===== src/hdl/sfla_pkg.sv =====
// Shared types and constants for the slot free-list allocator.
// No dependencies; every other file in hdl/ imports this package.
package sfla_pkg;

    localparam int CAP_W      = 7;   // capacity register width
    localparam int ID_W       = 31;  // request id width
    localparam int SLOT_W     = 6;   // stored slot number width
    localparam int OUT_SLOT_W = 7;   // signed slot field on the result channel
    localparam int REQ_W      = 2;
    localparam int STATUS_W   = 3;

    localparam logic [OUT_SLOT_W-1:0] SLOT_NONE = {OUT_SLOT_W{1'b1}};  // -1

    typedef enum logic [REQ_W-1:0] {
        REQ_ACQUIRE = 2'd0,
        REQ_RELEASE = 2'd1,
        REQ_LOOKUP  = 2'd2,
        REQ_NOP     = 2'd3
    } req_type_t;

    typedef enum logic [STATUS_W-1:0] {
        STAT_GRANTED  = 3'd0,
        STAT_HELD     = 3'd1,
        STAT_ALIASED  = 3'd2,
        STAT_NOT_HELD = 3'd3,
        STAT_CAP_ZERO = 3'd4,
        STAT_FULL     = 3'd5
    } status_t;

    typedef enum logic [2:0] {
        ST_IDLE,
        ST_SCAN,
        ST_DECIDE,
        ST_FILL,
        ST_ALLOC,
        ST_POP,
        ST_MOD,
        ST_DONE
    } state_t;

    typedef struct packed {
        logic              valid;
        logic [ID_W-1:0]   id;
        logic [SLOT_W-1:0] slot;
    } holder_entry_t;

    typedef struct packed {
        logic          we;
        holder_entry_t entry;
    } holder_wr_t;

    typedef struct packed {
        logic            start;
        logic [ID_W-1:0] key;
    } scan_cmd_t;

    typedef struct packed {
        logic              done;
        logic              found;
        logic              empty_found;
        logic [SLOT_W-1:0] hit_slot;
    } scan_stat_t;

    typedef struct packed {
        logic              fill;
        logic              pop;
        logic              push;
        logic [SLOT_W-1:0] push_slot;
        logic [CAP_W-1:0]  cap;
    } stk_cmd_t;

    typedef struct packed {
        logic busy;
        logic filled;
        logic empty;
        logic full;
    } stk_stat_t;

endpackage


===== src/hdl/sfla_holder_table.sv =====
// Holder table: id -> slot memory with a one-entry-per-cycle scan comparator
// and a clearing pass after reset. Depends on sfla_pkg.
module sfla_holder_table #(
    parameter int  MAX_HOLDERS = 64,
    localparam int HA_W        = (MAX_HOLDERS > 1) ? $clog2(MAX_HOLDERS) : 1
) (
    input  logic                 aclk,
    input  logic                 aresetn,
    input  sfla_pkg::scan_cmd_t  scan_cmd,
    input  sfla_pkg::holder_wr_t wr,
    input  logic [HA_W-1:0]      waddr,
    output logic                 busy,
    output sfla_pkg::scan_stat_t stat,
    output logic [HA_W-1:0]      hit_idx,
    output logic [HA_W-1:0]      empty_idx
);
    import sfla_pkg::*;

    localparam int HC_W = $clog2(MAX_HOLDERS + 1);

    holder_entry_t     mem [MAX_HOLDERS];

    logic              clearing_reg;
    logic [HC_W-1:0]   clr_cnt_reg;
    logic              scan_reg;
    logic [HC_W-1:0]   cnt_reg;
    logic              rd_vld_reg;
    logic [HA_W-1:0]   rd_idx_reg;
    holder_entry_t     rd_data_reg;
    logic [ID_W-1:0]   key_reg;
    logic              found_reg;
    logic              empty_found_reg;
    logic              done_reg;
    logic [HA_W-1:0]   hit_idx_reg;
    logic [HA_W-1:0]   empty_idx_reg;
    logic [SLOT_W-1:0] hit_slot_reg;

    logic              mem_we;
    logic [HA_W-1:0]   mem_addr;
    holder_entry_t     mem_wdata;
    logic              match;

    // Clearing pass: invalidate one entry per cycle after reset
    always_ff @(posedge aclk) begin
        if (!aresetn) begin
            clearing_reg <= 1'b1;
            clr_cnt_reg  <= '0;
        end else if (clearing_reg) begin
            clr_cnt_reg <= clr_cnt_reg + 1'b1;
            if (clr_cnt_reg == HC_W'(MAX_HOLDERS - 1)) begin
                clearing_reg <= 1'b0;
            end
        end
    end

    // Write port: clearing pass wins, otherwise sequencer writes
    always_comb begin
        mem_we    = clearing_reg | wr.we;
        mem_addr  = clearing_reg ? clr_cnt_reg[HA_W-1:0] : waddr;
        mem_wdata = clearing_reg ? '0 : wr.entry;
    end

    always_ff @(posedge aclk) begin
        if (mem_we) begin
            mem[mem_addr] <= mem_wdata;
        end
    end

    // Registered read, one address per scan cycle
    always_ff @(posedge aclk) begin
        if (scan_reg) begin
            rd_data_reg <= mem[cnt_reg[HA_W-1:0]];
        end
    end

    // Advance the scan address
    always_ff @(posedge aclk) begin
        if (!aresetn) begin
            scan_reg   <= 1'b0;
            cnt_reg    <= '0;
            rd_vld_reg <= 1'b0;
            done_reg   <= 1'b0;
        end else begin
            rd_vld_reg <= scan_reg;
            done_reg   <= rd_vld_reg && (rd_idx_reg == HA_W'(MAX_HOLDERS - 1));
            if (scan_cmd.start) begin
                scan_reg <= 1'b1;
                cnt_reg  <= '0;
            end else if (scan_reg) begin
                cnt_reg <= cnt_reg + 1'b1;
                if (cnt_reg == HC_W'(MAX_HOLDERS - 1)) begin
                    scan_reg <= 1'b0;
                end
            end
        end
    end

    always_ff @(posedge aclk) begin
        rd_idx_reg <= cnt_reg[HA_W-1:0];
        if (scan_cmd.start) begin
            key_reg <= scan_cmd.key;
        end
    end

    // Shared comparator: one entry per cycle
    assign match = rd_data_reg.valid && (rd_data_reg.id == key_reg);

    // Keep the first match and the first free entry
    always_ff @(posedge aclk) begin
        if (!aresetn) begin
            found_reg       <= 1'b0;
            empty_found_reg <= 1'b0;
        end else if (scan_cmd.start) begin
            found_reg       <= 1'b0;
            empty_found_reg <= 1'b0;
        end else if (rd_vld_reg) begin
            if (match && !found_reg) begin
                found_reg <= 1'b1;
            end
            if (!rd_data_reg.valid && !empty_found_reg) begin
                empty_found_reg <= 1'b1;
            end
        end
    end

    always_ff @(posedge aclk) begin
        if (rd_vld_reg && match && !found_reg) begin
            hit_idx_reg  <= rd_idx_reg;
            hit_slot_reg <= rd_data_reg.slot;
        end
        if (rd_vld_reg && !rd_data_reg.valid && !empty_found_reg) begin
            empty_idx_reg <= rd_idx_reg;
        end
    end

    assign busy             = clearing_reg;
    assign stat.done        = done_reg;
    assign stat.found       = found_reg;
    assign stat.empty_found = empty_found_reg;
    assign stat.hit_slot    = hit_slot_reg;
    assign hit_idx          = hit_idx_reg;
    assign empty_idx        = empty_idx_reg;

endmodule


===== src/hdl/sfla_free_stack.sv =====
// Free-slot stack: LIFO memory with a count, a lazy fill sweep, push and pop.
// Depends on sfla_pkg.
module sfla_free_stack #(
    parameter int MAX_SLOTS = 64
) (
    input  logic                aclk,
    input  logic                aresetn,
    input  sfla_pkg::stk_cmd_t  cmd,
    output sfla_pkg::stk_stat_t stat,
    output logic [sfla_pkg::SLOT_W-1:0] pop_slot
);
    import sfla_pkg::*;

    localparam int SA_W = (MAX_SLOTS > 1) ? $clog2(MAX_SLOTS) : 1;
    localparam int SC_W = $clog2(MAX_SLOTS + 1);

    logic [SLOT_W-1:0] mem [MAX_SLOTS];

    logic [SC_W-1:0]   count_reg;
    logic              filled_reg;
    logic              fill_reg;
    logic [SA_W-1:0]   fill_k_reg;
    logic [CAP_W-1:0]  fill_val_reg;
    logic [CAP_W-1:0]  fill_cap_reg;
    logic [SLOT_W-1:0] pop_slot_reg;

    logic              mem_we;
    logic [SA_W-1:0]   mem_addr;
    logic [SLOT_W-1:0] mem_wdata;
    logic [SC_W-1:0]   count_dec;

    assign count_dec = count_reg - 1'b1;

    // Write port: fill sweep or push
    always_comb begin
        mem_we    = fill_reg | cmd.push;
        mem_addr  = fill_reg ? fill_k_reg : count_reg[SA_W-1:0];
        mem_wdata = fill_reg ? fill_val_reg[SLOT_W-1:0] : cmd.push_slot;
    end

    always_ff @(posedge aclk) begin
        if (mem_we) begin
            mem[mem_addr] <= mem_wdata;
        end
    end

    // Pop reads the top entry; data is valid the next cycle
    always_ff @(posedge aclk) begin
        if (cmd.pop) begin
            pop_slot_reg <= mem[count_dec[SA_W-1:0]];
        end
    end

    // Fill sweep writes cap-1 down to 0, one entry per cycle
    always_ff @(posedge aclk) begin
        if (!aresetn) begin
            fill_reg   <= 1'b0;
            filled_reg <= 1'b0;
            count_reg  <= '0;
        end else if (cmd.fill) begin
            fill_reg <= 1'b1;
        end else if (fill_reg) begin
            if (fill_val_reg == '0) begin
                fill_reg   <= 1'b0;
                filled_reg <= 1'b1;
                count_reg  <= SC_W'(fill_cap_reg);
            end
        end else if (cmd.pop) begin
            count_reg <= count_dec;
        end else if (cmd.push) begin
            count_reg <= count_reg + 1'b1;
        end
    end

    always_ff @(posedge aclk) begin
        if (cmd.fill) begin
            fill_k_reg   <= '0;
            fill_val_reg <= cmd.cap - 1'b1;
            fill_cap_reg <= cmd.cap;
        end else if (fill_reg) begin
            fill_k_reg   <= fill_k_reg + 1'b1;
            fill_val_reg <= fill_val_reg - 1'b1;
        end
    end

    assign stat.busy   = fill_reg;
    assign stat.filled = filled_reg;
    assign stat.empty  = (count_reg == '0);
    assign stat.full   = (count_reg >= SC_W'(MAX_SLOTS));
    assign pop_slot    = pop_slot_reg;

endmodule


===== src/hdl/sfla_mod_unit.sv =====
// Bit-serial restoring remainder unit: request id modulo capacity,
// one dividend bit per cycle. Depends on sfla_pkg.
module sfla_mod_unit (
    input  logic                        aclk,
    input  logic                        aresetn,
    input  logic                        start,
    input  logic [sfla_pkg::ID_W-1:0]   dividend,
    input  logic [sfla_pkg::CAP_W-1:0]  divisor,
    output logic                        busy,
    output logic                        done,
    output logic [sfla_pkg::SLOT_W-1:0] rem
);
    import sfla_pkg::*;

    localparam int STEP_W = $clog2(ID_W);

    logic              busy_reg;
    logic              done_reg;
    logic [STEP_W-1:0] step_reg;
    logic [ID_W-1:0]   dvd_reg;
    logic [CAP_W-1:0]  dsr_reg;
    logic [CAP_W-1:0]  rem_reg;

    logic [CAP_W:0]    trial;
    logic [CAP_W:0]    diff;
    logic [CAP_W-1:0]  rem_next;

    // Shift in the next dividend bit, subtract when it fits
    always_comb begin
        trial    = {rem_reg, dvd_reg[ID_W-1]};
        diff     = trial - {1'b0, dsr_reg};
        rem_next = (trial >= {1'b0, dsr_reg}) ? diff[CAP_W-1:0] : trial[CAP_W-1:0];
    end

    always_ff @(posedge aclk) begin
        if (!aresetn) begin
            busy_reg <= 1'b0;
            done_reg <= 1'b0;
            step_reg <= '0;
        end else begin
            done_reg <= 1'b0;
            if (start) begin
                busy_reg <= 1'b1;
                step_reg <= '0;
            end else if (busy_reg) begin
                step_reg <= step_reg + 1'b1;
                if (step_reg == STEP_W'(ID_W - 1)) begin
                    busy_reg <= 1'b0;
                    done_reg <= 1'b1;
                end
            end
        end
    end

    always_ff @(posedge aclk) begin
        if (start) begin
            dvd_reg <= dividend;
            dsr_reg <= divisor;
            rem_reg <= '0;
        end else if (busy_reg) begin
            dvd_reg <= dvd_reg << 1;
            rem_reg <= rem_next;
        end
    end

    assign busy = busy_reg;
    assign done = done_reg;
    assign rem  = rem_reg[SLOT_W-1:0];

endmodule


===== src/hdl/slot_free_list_allocator.sv =====
// Slot free-list allocator top level: request sequencer, output register
// and instances of sfla_holder_table, sfla_free_stack and sfla_mod_unit.
//
// Usage:
//   Input channel s_valid/s_ready carries one request beat (s_req_type,
//   s_request_id). Result channel m_valid/m_ready carries one result beat
//   (m_slot, m_status) per request. cfg_we/cfg_wdata writes the slot
//   capacity; write it only while no request is in flight.
//   Each request scans the holder table one entry per cycle through a single
//   id comparator before a lookup, a release or a held or refused acquire
//   puts its result beat out. A grant popped from the stack also passes
//   through the ALLOC and POP states, a full holder table through ALLOC, the
//   first acquire that needs a new slot waits in FILL for the stack fill
//   sweep, and an aliased fallback waits in MOD for the bit-serial remainder
//   unit (31 dividend bits). One request is in flight at a time; s_ready
//   returns once the result is in the output register, so the next request
//   may be accepted while that result still waits for m_ready.
//   After reset the holder table runs a clearing pass over all MAX_HOLDERS
//   entries with s_ready low. If the receiver stalls, the result holds in
//   the output register and the sequencer waits with its own result until
//   it drains.
module slot_free_list_allocator #(
    parameter int MAX_SLOTS   = 64,
    parameter int MAX_HOLDERS = 64
) (
    input  logic              aclk,
    input  logic              aresetn,
    input  logic              cfg_we,
    input  logic [6:0]        cfg_wdata,
    input  logic              s_valid,
    output logic              s_ready,
    input  logic [1:0]        s_req_type,
    input  logic [30:0]       s_request_id,
    output logic              m_valid,
    input  logic              m_ready,
    output logic signed [6:0] m_slot,
    output logic [2:0]        m_status
);
    import sfla_pkg::*;

    localparam int HA_W = (MAX_HOLDERS > 1) ? $clog2(MAX_HOLDERS) : 1;

    state_t                state_reg, state_next;
    logic [CAP_W-1:0]      cap_reg;
    logic [CAP_W-1:0]      cap_eff;
    logic [CAP_W-1:0]      cap_eff_reg;
    req_type_t             req_type_reg;
    logic [ID_W-1:0]       req_id_reg;
    logic [OUT_SLOT_W-1:0] res_slot_reg, res_slot_next;
    status_t               res_status_reg, res_status_next;
    logic                  m_valid_reg;
    logic [OUT_SLOT_W-1:0] m_slot_reg;
    status_t               m_status_reg;
    logic                  load_out;
    logic                  accept;

    scan_cmd_t             scan_cmd;
    scan_stat_t            scan_stat;
    holder_wr_t            hold_wr;
    logic [HA_W-1:0]       hold_waddr;
    logic                  hold_busy;
    logic [HA_W-1:0]       hit_idx;
    logic [HA_W-1:0]       empty_idx;

    stk_cmd_t              stk_cmd;
    stk_stat_t             stk_stat;
    logic [SLOT_W-1:0]     pop_slot;

    logic                  mod_start;
    logic                  mod_busy;
    logic                  mod_done;
    logic [SLOT_W-1:0]     mod_rem;

    // Capacity register, saturated to the stack depth
    always_ff @(posedge aclk) begin
        if (!aresetn) begin
            cap_reg <= '0;
        end else if (cfg_we) begin
            cap_reg <= cfg_wdata;
        end
    end

    assign cap_eff = (int'(cap_reg) > MAX_SLOTS) ? CAP_W'(MAX_SLOTS) : cap_reg;

    assign s_ready = (state_reg == ST_IDLE) && !hold_busy;
    assign accept  = s_valid && s_ready;

    // Latch the request beat
    always_ff @(posedge aclk) begin
        if (accept) begin
            req_type_reg <= req_type_t'(s_req_type);
            req_id_reg   <= s_request_id;
            cap_eff_reg  <= cap_eff;
        end
    end

    sfla_holder_table #(
        .MAX_HOLDERS (MAX_HOLDERS)
    ) u_holders (
        .aclk      (aclk),
        .aresetn   (aresetn),
        .scan_cmd  (scan_cmd),
        .wr        (hold_wr),
        .waddr     (hold_waddr),
        .busy      (hold_busy),
        .stat      (scan_stat),
        .hit_idx   (hit_idx),
        .empty_idx (empty_idx)
    );

    sfla_free_stack #(
        .MAX_SLOTS (MAX_SLOTS)
    ) u_stack (
        .aclk     (aclk),
        .aresetn  (aresetn),
        .cmd      (stk_cmd),
        .stat     (stk_stat),
        .pop_slot (pop_slot)
    );

    sfla_mod_unit u_mod (
        .aclk     (aclk),
        .aresetn  (aresetn),
        .start    (mod_start),
        .dividend (req_id_reg),
        .divisor  (cap_eff_reg),
        .busy     (mod_busy),
        .done     (mod_done),
        .rem      (mod_rem)
    );

    // Sequencer state register and result holding registers
    always_ff @(posedge aclk) begin
        if (!aresetn) begin
            state_reg <= ST_IDLE;
        end else begin
            state_reg <= state_next;
        end
    end

    always_ff @(posedge aclk) begin
        res_slot_reg   <= res_slot_next;
        res_status_reg <= res_status_next;
    end

    // Next state, commands to the units, result selection
    always_comb begin
        state_next        = state_reg;
        res_slot_next     = res_slot_reg;
        res_status_next   = res_status_reg;
        scan_cmd.start    = 1'b0;
        scan_cmd.key      = s_request_id;
        hold_wr.we        = 1'b0;
        hold_wr.entry     = '0;
        hold_waddr        = empty_idx;
        stk_cmd.fill      = 1'b0;
        stk_cmd.pop       = 1'b0;
        stk_cmd.push      = 1'b0;
        stk_cmd.push_slot = scan_stat.hit_slot;
        stk_cmd.cap       = cap_eff_reg;
        mod_start         = 1'b0;
        load_out          = 1'b0;

        unique case (state_reg)
            ST_IDLE: begin
                if (accept) begin
                    scan_cmd.start = 1'b1;
                    state_next     = ST_SCAN;
                end
            end
            ST_SCAN: begin
                if (scan_stat.done) begin
                    state_next = ST_DECIDE;
                end
            end
            ST_DECIDE: begin
                state_next = ST_DONE;
                unique case (req_type_reg)
                    REQ_ACQUIRE: begin
                        if (cap_eff_reg == '0) begin
                            res_slot_next   = '0;
                            res_status_next = STAT_CAP_ZERO;
                        end else if (scan_stat.found) begin
                            res_slot_next   = {1'b0, scan_stat.hit_slot};
                            res_status_next = STAT_HELD;
                        end else if (!stk_stat.filled) begin
                            stk_cmd.fill = 1'b1;
                            state_next   = ST_FILL;
                        end else begin
                            state_next = ST_ALLOC;
                        end
                    end
                    REQ_RELEASE: begin
                        if (scan_stat.found) begin
                            // Forget the id; push back unless the stack is full
                            hold_wr.we    = 1'b1;
                            hold_waddr    = hit_idx;
                            res_slot_next = {1'b0, scan_stat.hit_slot};
                            if (stk_stat.full) begin
                                res_status_next = STAT_FULL;
                            end else begin
                                stk_cmd.push    = 1'b1;
                                res_status_next = STAT_HELD;
                            end
                        end else begin
                            res_slot_next   = SLOT_NONE;
                            res_status_next = STAT_NOT_HELD;
                        end
                    end
                    REQ_LOOKUP: begin
                        if (scan_stat.found) begin
                            res_slot_next   = {1'b0, scan_stat.hit_slot};
                            res_status_next = STAT_HELD;
                        end else begin
                            res_slot_next   = SLOT_NONE;
                            res_status_next = STAT_NOT_HELD;
                        end
                    end
                    REQ_NOP: begin
                        res_slot_next   = SLOT_NONE;
                        res_status_next = STAT_NOT_HELD;
                    end
                    default: begin
                        res_slot_next   = SLOT_NONE;
                        res_status_next = STAT_NOT_HELD;
                    end
                endcase
            end
            ST_FILL: begin
                if (!stk_stat.busy) begin
                    state_next = ST_ALLOC;
                end
            end
            ST_ALLOC: begin
                if (!scan_stat.empty_found) begin
                    res_slot_next   = SLOT_NONE;
                    res_status_next = STAT_FULL;
                    state_next      = ST_DONE;
                end else if (!stk_stat.empty) begin
                    stk_cmd.pop = 1'b1;
                    state_next  = ST_POP;
                end else begin
                    mod_start  = 1'b1;
                    state_next = ST_MOD;
                end
            end
            ST_POP: begin
                hold_wr.we          = 1'b1;
                hold_wr.entry.valid = 1'b1;
                hold_wr.entry.id    = req_id_reg;
                hold_wr.entry.slot  = pop_slot;
                res_slot_next       = {1'b0, pop_slot};
                res_status_next     = STAT_GRANTED;
                state_next          = ST_DONE;
            end
            ST_MOD: begin
                if (mod_done) begin
                    hold_wr.we          = 1'b1;
                    hold_wr.entry.valid = 1'b1;
                    hold_wr.entry.id    = req_id_reg;
                    hold_wr.entry.slot  = mod_rem;
                    res_slot_next       = {1'b0, mod_rem};
                    res_status_next     = STAT_ALIASED;
                    state_next          = ST_DONE;
                end
            end
            ST_DONE: begin
                if (!m_valid_reg || m_ready) begin
                    load_out   = 1'b1;
                    state_next = ST_IDLE;
                end
            end
            default: begin
                state_next = ST_IDLE;
            end
        endcase
    end

    // Output register: load a result beat, drop it when taken
    always_ff @(posedge aclk) begin
        if (!aresetn) begin
            m_valid_reg <= 1'b0;
        end else if (load_out) begin
            m_valid_reg <= 1'b1;
        end else if (m_ready) begin
            m_valid_reg <= 1'b0;
        end
    end

    always_ff @(posedge aclk) begin
        if (load_out) begin
            m_slot_reg   <= res_slot_reg;
            m_status_reg <= res_status_reg;
        end
    end

    assign m_valid  = m_valid_reg;
    assign m_slot   = m_slot_reg;
    assign m_status = m_status_reg;

`ifndef ASSERT_OFF
    a_mod_only_in_mod_state: assert property (@(posedge aclk) disable iff (!aresetn)
        mod_busy |-> (state_reg == ST_MOD))
        else $error("remainder unit busy outside its state");

    a_fill_only_in_fill_state: assert property (@(posedge aclk) disable iff (!aresetn)
        stk_stat.busy |-> (state_reg == ST_FILL))
        else $error("stack fill sweep outside its state");

    a_no_pop_when_empty: assert property (@(posedge aclk) disable iff (!aresetn)
        stk_cmd.pop |-> !stk_stat.empty)
        else $error("pop issued on an empty stack");

    a_no_push_when_full: assert property (@(posedge aclk) disable iff (!aresetn)
        stk_cmd.push |-> !stk_stat.full)
        else $error("push issued on a full stack");
`endif

endmodule

===== config.mk =====
export PLATFORM = sky130hd
export DESIGN_NAME = slot_free_list_allocator
export DESIGN_NICKNAME = d
export VERILOG_FILES = /design/src/hdl/sfla_pkg.sv /design/src/hdl/sfla_holder_table.sv /design/src/hdl/sfla_free_stack.sv /design/src/hdl/sfla_mod_unit.sv /design/src/hdl/slot_free_list_allocator.sv
export SDC_FILE = /design/constraint.sdc
export NUM_CORES = 2
export LEC_CHECK = 0
export BUFFER_PORTS_ARGS = -buffer_cell sky130_fd_sc_hd__buf_2
export CORE_MARGIN = 5
export CORE_UTILIZATION = 63
export DETAILED_ROUTE_END_ITERATION = 10
export PLACE_DENSITY = 0.79
export SYNTH_ARGS = -nofsm -noshare
export SYNTH_HDL_FRONTEND = slang
export SYNTH_SLANG_ARGS = --single-unit

===== constraint.sdc =====
create_clock -name aclk -period 4.7 [get_ports aclk]
set_input_delay 0.47 -clock aclk [delete_from_list [all_inputs] [get_ports aclk]]
set_output_delay 0.47 -clock aclk [all_outputs]
set_load 0.005 [all_outputs]

[Yosys cells after proc, flatten, opt, wreduce, memory -nomap -nowiden]
Memories as Yosys holds them, arrays and structs flattened. A register that Yosys moved wholly into a read port is not among the register bits.
Cells that the tools add are included.
Word-level totals
  logic and storage cells: 199
  bits of input ports: 45
  ROM bits: 0
  latch bits: 0
  memories: 2
  RAM bits: 2816
  bits in registers: 227
Memory list
  u_holders.mem: words 64, bits a word 38, rd ports 1, clocked after Yosys merged registers in 1, wr ports 1, RTL line sfla_holder_table.sv:21  | holder_entry_t mem [MAX_HOLDERS];
  u_stack.mem: words 64, bits a word 6, rd ports 1, clocked after Yosys merged registers in 1, wr ports 1, RTL line sfla_free_stack.sv:17  | logic [SLOT_W-1:0] mem [MAX_SLOTS];
Operators by class
  multiply operators: 0
  equal/unequal tests: 23
  reductions and logical operators: 36
  bitwise gates (word level): 5
  add/sub/neg operators: 9
  mux-type cells: 86
  div/mod/pow operators: 0
  order comparisons: 3
  shift-type cells: 0
Operators with widths (number)
  $mux W7: 12
  $pmux W38 S2: 1
  $mux W31: 2
  $mux W3: 16
  $mux W1: 39
  $mux W39: 1
  $mux W38: 1
  $mux W6: 6
  $eq A31 B31 Y1: 1
  $pmux W7 S4: 1
  $pmux W3 S4: 2
  $pmux W3 S8: 1
  $add A7 B1 Y7 const B: 3
  $logic_not A7 Y1: 3
  $pmux W7 S3: 1
  $sub A7 B1 Y7 const B: 3
  $eq A7 B6 Y1 const B: 2
  $eq A3 B3 Y1 const B: 4
  $logic_and A1 B1 Y1: 10
  $ne A2 B2 Y1 const B: 5
  $ge A8 B7 Y1: 1
  $ge A7 B7 Y1 const B: 1
  $gt A7 B7 Y1 const B: 1
  $sub A7 B7 Y7: 1
  other kinds (27): 44

[Depth between registers and ports, before layout]
  word-level depth: 8
  mapped depth: 15

[By module]
A second synthesis with hierarchy kept.
Second synthesis, totals
  cell total of the unflattened synthesis: 5969
  area, all modules: 120355.4 µm²
By module, submodules not included
  sfla_holder_table: cells an instance 4541, seq. area each 76163.0 µm², area an instance 97234.5 µm², instances 1
  sfla_free_stack: cells an instance 947, seq. area each 12431.9 µm², area an instance 17166.5 µm², instances 1
  slot_free_list_allocator: cells an instance 273, seq. area each 2021.9 µm², area an instance 3352.0 µm², instances 1
  sfla_mod_unit: cells an instance 208, seq. area each 1421.4 µm², area an instance 2602.5 µm², instances 1

[Worst setup path after synthesis]
OpenSTA, ideal clock, no wires.
  kind: register to register
  start: register u_stack.count_reg[0]
  end: register u_mod.dvd_reg[0], enable pin
  arrival: 3.437 ns
  setup slack: 0.874 ns
  path buffers: 8
  required time: 4.312 ns
  stages on the path, launching flop included: 15
  path through: dfxtp_1 > buf_2 > buf_6 > buf_4 > buf_2 > inv_1 > ha_1 > buf_4 > or3b_4 > or4_1 > or2_1 > clkbuf_1 > buf_6 > buf_6 > nand2_1
On the way
  cells in the longest elaborated chain, start to end: 5
RTL lines
  start, declared: RTL line sfla_free_stack.sv:19  | logic [SC_W-1:0] count_reg;
  start signal, assigned: RTL line sfla_free_stack.sv:66  | count_reg <= SC_W'(fill_cap_reg);
  start signal, assigned: RTL line sfla_free_stack.sv:69  | count_reg <= count_dec;
  start signal, assigned: RTL line sfla_free_stack.sv:71  | count_reg <= count_reg + 1'b1;
  $logic_not A7 Y1: RTL line sfla_free_stack.sv:88  | assign stat.empty = (count_reg == '0);
  $mux W1: RTL line slot_free_list_allocator.sv:239  | end else if (!stk_stat.empty) begin
  $mux W1: RTL line slot_free_list_allocator.sv:235  | if (!scan_stat.empty_found) begin
  $mux W1: RTL line slot_free_list_allocator.sv:164  | unique case (state_reg)
  $reduce_bool A2 Y1 (no source line)
  end signal, assigned: RTL line sfla_mod_unit.sv:57  | dvd_reg <= dividend;
  end signal, assigned: RTL line sfla_mod_unit.sv:61  | dvd_reg <= dvd_reg << 1;
  end, declared: RTL line sfla_mod_unit.sv:20  | logic [ID_W-1:0] dvd_reg;
Every way passes these cells.
A chain may end at the register's enable or synchronous reset.

[Worst setup path in the final report]
  start: register state_reg[1]
  end: memory u_holders.mem[3][21] (netlist name), enable pin
On the way
  cells in the longest elaborated chain, start to end: 5
  elaborated cells between the ends (all ways): 9
RTL lines
  start, declared: RTL line slot_free_list_allocator.sv:43  | state_t state_reg, state_next;
  start signal, assigned: RTL line slot_free_list_allocator.sv:137  | state_reg <= state_next;
  $eq A3 B3 Y1 or $eq A3 B2 Y1 (tied branches): RTL line slot_free_list_allocator.sv:164
  $pmux W1 S3: RTL line slot_free_list_allocator.sv:164
  $or A1 B1 Y1: RTL line sfla_holder_table.sv:58  | mem_we = clearing_reg | wr.we;
  $mux W1: RTL line sfla_holder_table.sv:64  | if (mem_we) begin
  $mux W1 (implied by the code): RTL line sfla_holder_table.sv:65  | mem[mem_addr] <= mem_wdata;
  end, declared: RTL line sfla_holder_table.sv:21
Several ways; a longest one is shown, not always the timed one.

==> impl_metrics.toml <==
[detailed_routing]
ant_nets = 0
vias = 63500
drcViolationCount = 0
totalWireLength_mm = 336
dr.first_iter.drc_count = 11500
wl_per_cell_um = 38.7
via_per_inst = 7.31
dr.pass1.iters = 6

[clocking]
clockBufferDepth = 4
cts_root_buffer = "clkbuf_16"
cts_buffers = 308
clkLatencyLatePin_ns = 0.95
tritoncts = "yes"
clk_pin_slew_ns = 0.07
cts.htree.levels = 5
clock_sink_count = 3087

[critical_path]
cp_num_buf_inv = 1
cp-end-kind = "register"
cp.depth = 7
cp-start-kind = "register"
max_stage_delay_ns = 0.80
crit_path_cell_trace = "or3b_1 > o21ai_0 > a31oi_1 > nor2_1 > nand2_1 > nor2_4 > buf_4"
worstSetupPathType = "reg2reg"
cp.required_ns = 5.24
slowest_stage = "dfxtp_1"
cp_data_arrival_time_ns = 4.87
critPathTopFamily = "simple AND/OR/NAND/NOR gates"
path_max_fanout = 38
reg2regPathDepth = 7

[pwr]
p_leak_nw = 35.7
power_density_nw_per_um2 = 416
ir_drop_mv = 0.349

[timing]
setup_violations = 0
hold_violations = 0
rsz0062_at_grt = "no"
clock_skew_ns = 0.0564
relSlewSlack_pct = -0.409
finalMaxSlewViolations = 64
finalCritPeriodShare_pct = 92.3
tightest_slew_ns = 1.51
period_needed_ns = 4.34
fin_setup_tns_ns = 0
timing.fmax_mhz = 231

[run_status]
status = "finished with violations"
violations = "max-capacitance violations, max-slew violations"

[die]
die_h_um = 445
dieArea_um2 = 198000
die_w_um = 445
start_util_pct = 63.5
core_um2 = 188000
io_pins = 57
fp-row-count = 159

[place]
port_buffers = 56
place.gp.congestion = 0.958
dp.cells = 8095
dp_hpwl_mm = 185
dpl_cell_area_um2 = 124000

[yosys]
synth_edf_count = 3021
ys_warn_count = 0
synth_seq_cells = 3087
syn_nets = 5631
synth_top_family_by_area = "multiplexers"
yosys.area_share.adder_pct = 0.226
synth_area_leaders = "edfxtp_1 (76%), mux4_2 (14%), mux2i_1 (1.3%), dfxtp_1 (1.1%), nor2_1 (0.85%)"
synth_top_area_cell = "edfxtp_1"
muxShareOfSynthArea_pct = 16.0
ys_seq_area_share_pct = 77.0
yosys.area_share.simple_pct = 2.66
yosys.area_share.xor_xnor_pct = 0.483
synth_compound_area_share_pct = 2.26
async_flop_share_pct = 0
synth_flop_cell = "edfxtp_1"
syn_avg_cell_area_um2 = 21.5
netlist_area_um2 = 119000
syn_inst = 5565
synth_top_area_share_pct = 75.9
yosysUniqueCellTypes = 80

[final_layout]
final_area_um2 = 134000
layout_common_cells = "edfxtp_1 (3021), mux4_2 (769), clkbuf_16 (316), buf_4 (231), nand2_1 (217)"
finalNonFillerCells = 8684
largest_reg_flops = 2432
regArea_um2 = 92100
multi_input_area_um2 = 26400
drive_above_1_share_pct = 26.7
fill_cells = 10100
final_common_cell = "edfxtp_1"
syn2layout_area_growth_pct = 12.5
layout.nets = 6026

[min_path]
hold_path_depth = 2
hold_class = "in2reg"

[global_route]
overflow = 0
grt_max_degree = 88
grt_pass1_wl_mm = 476
grt_util_all_layers_pct = 34.1
antenna_found_initial = 26
grt_pass1_vias = 64200

[run]
drv_cap = 1
cell type report:
class                           instances  share of cell area [%]
Clock inverter                        138                   0.874
Sequential cell                      3087                    68.5
Timing Repair Buffer                  371                    2.38
Clock buffer                          390                    6.12
Tap cell                             2495                    2.32
Inverter                               37                   0.107
Antenna cell                           11                  0.0205
Multi-Input combinational cell       2155                    19.7
through the flow:
stage	setup slack (ns)	power, W	util [%]	hold slack (ns)
final	0.364	0.0559	71.4	0.274
after floorplan	0.874	0.0319	-	0.326
after CTS	0.601	0.0559	71.4	0.226
after global placement	0.948	0.0326	66.1	0.408
after detailed placement	0.804	0.0326	66.1	0.405
after global routing	0.353	0.0573	71.4	0.269
layer usage:
| metal | share of wire, % | global-route usage (%) | vias up |
|---|---|---|---|
| met4 | 5.4 | 14.9 | 24 |
| met3 | 15 | 12.0 | 1189 |
| met2 | 47 | 52.5 | 5998 |
| met1 | 32 | 45.0 | 32300 |
| met5 | 0.074 | 1.01 | - |
| li1 | - | - | 23900 |
report_power, final:
| part | leakage (nW) | internal (W) | switching (W) | total [W] |
|---|---|---|---|---|
| combinational | 7.67 | 0.000690 | 0.00127 | 0.00196 |
| sequential | 23.5 | 0.0301 | 0.000175 | 0.0303 |
| clock | 4.59 | 0.0134 | 0.0103 | 0.0237 |
| total | 35.7 | 0.0442 | 0.0117 | 0.0559 |
worst register-to-register path, delay by kind of cell (launching register included):
kind	cells	cell delay [ns]
compound gates	2	0.64
buf+inv	1	0.63
flops	1	0.80
simple gates	4	1.84
Yosys cell counts, drive strengths merged (21+ instances only):
cell and n:
edfxtp 3021, mux4 769, nor2 271, nand2 217
buf 180, mux2i 151, a21oi 111, clkbuf 106
o21ai 67, dfxtp 66, nand3 51, o22ai 49
a211oi 47, nor2b 47, xnor2 40, a22oi 37
inv 35, and3 34, xor2 25, nor3 24
mux2 21
what timing repair did:
action	CTS	global route
hold buffers	50	0
hold endpoints to repair	79	0
setup buffers	0	0
gates resized for setup	0	0
endpoints found under the setup margin	0	0
worst paths after layout:
check / from / to / slack, ns
setup / recovery: state_reg[1] / u_holders.mem[3][21] / 0.36
hold / removal: s_request_id[9] / req_id_reg[9] / 0.27
setup reg to reg: state_reg[1] / u_holders.mem[3][21] / 0.36
hold reg to reg: u_holders.rd_data_reg[0] / u_holders.hit_slot_reg[0] / 0.41
kinds of logic (layout without fill, tap and decap cells):
family                   count (synthesis)  in the layout
AO/OA/AOI/OAI                          417            417
buffers and inverters                  323            936
AND/OR/NAND/NOR                        711            711
flip-flops                            3087           3087
XOR/XNOR                                65             65
multiplexers                           941            941
adder cells (fa/ha/maj)                 21             21
other                                    0             11
(Power assumes the default switching activity.)
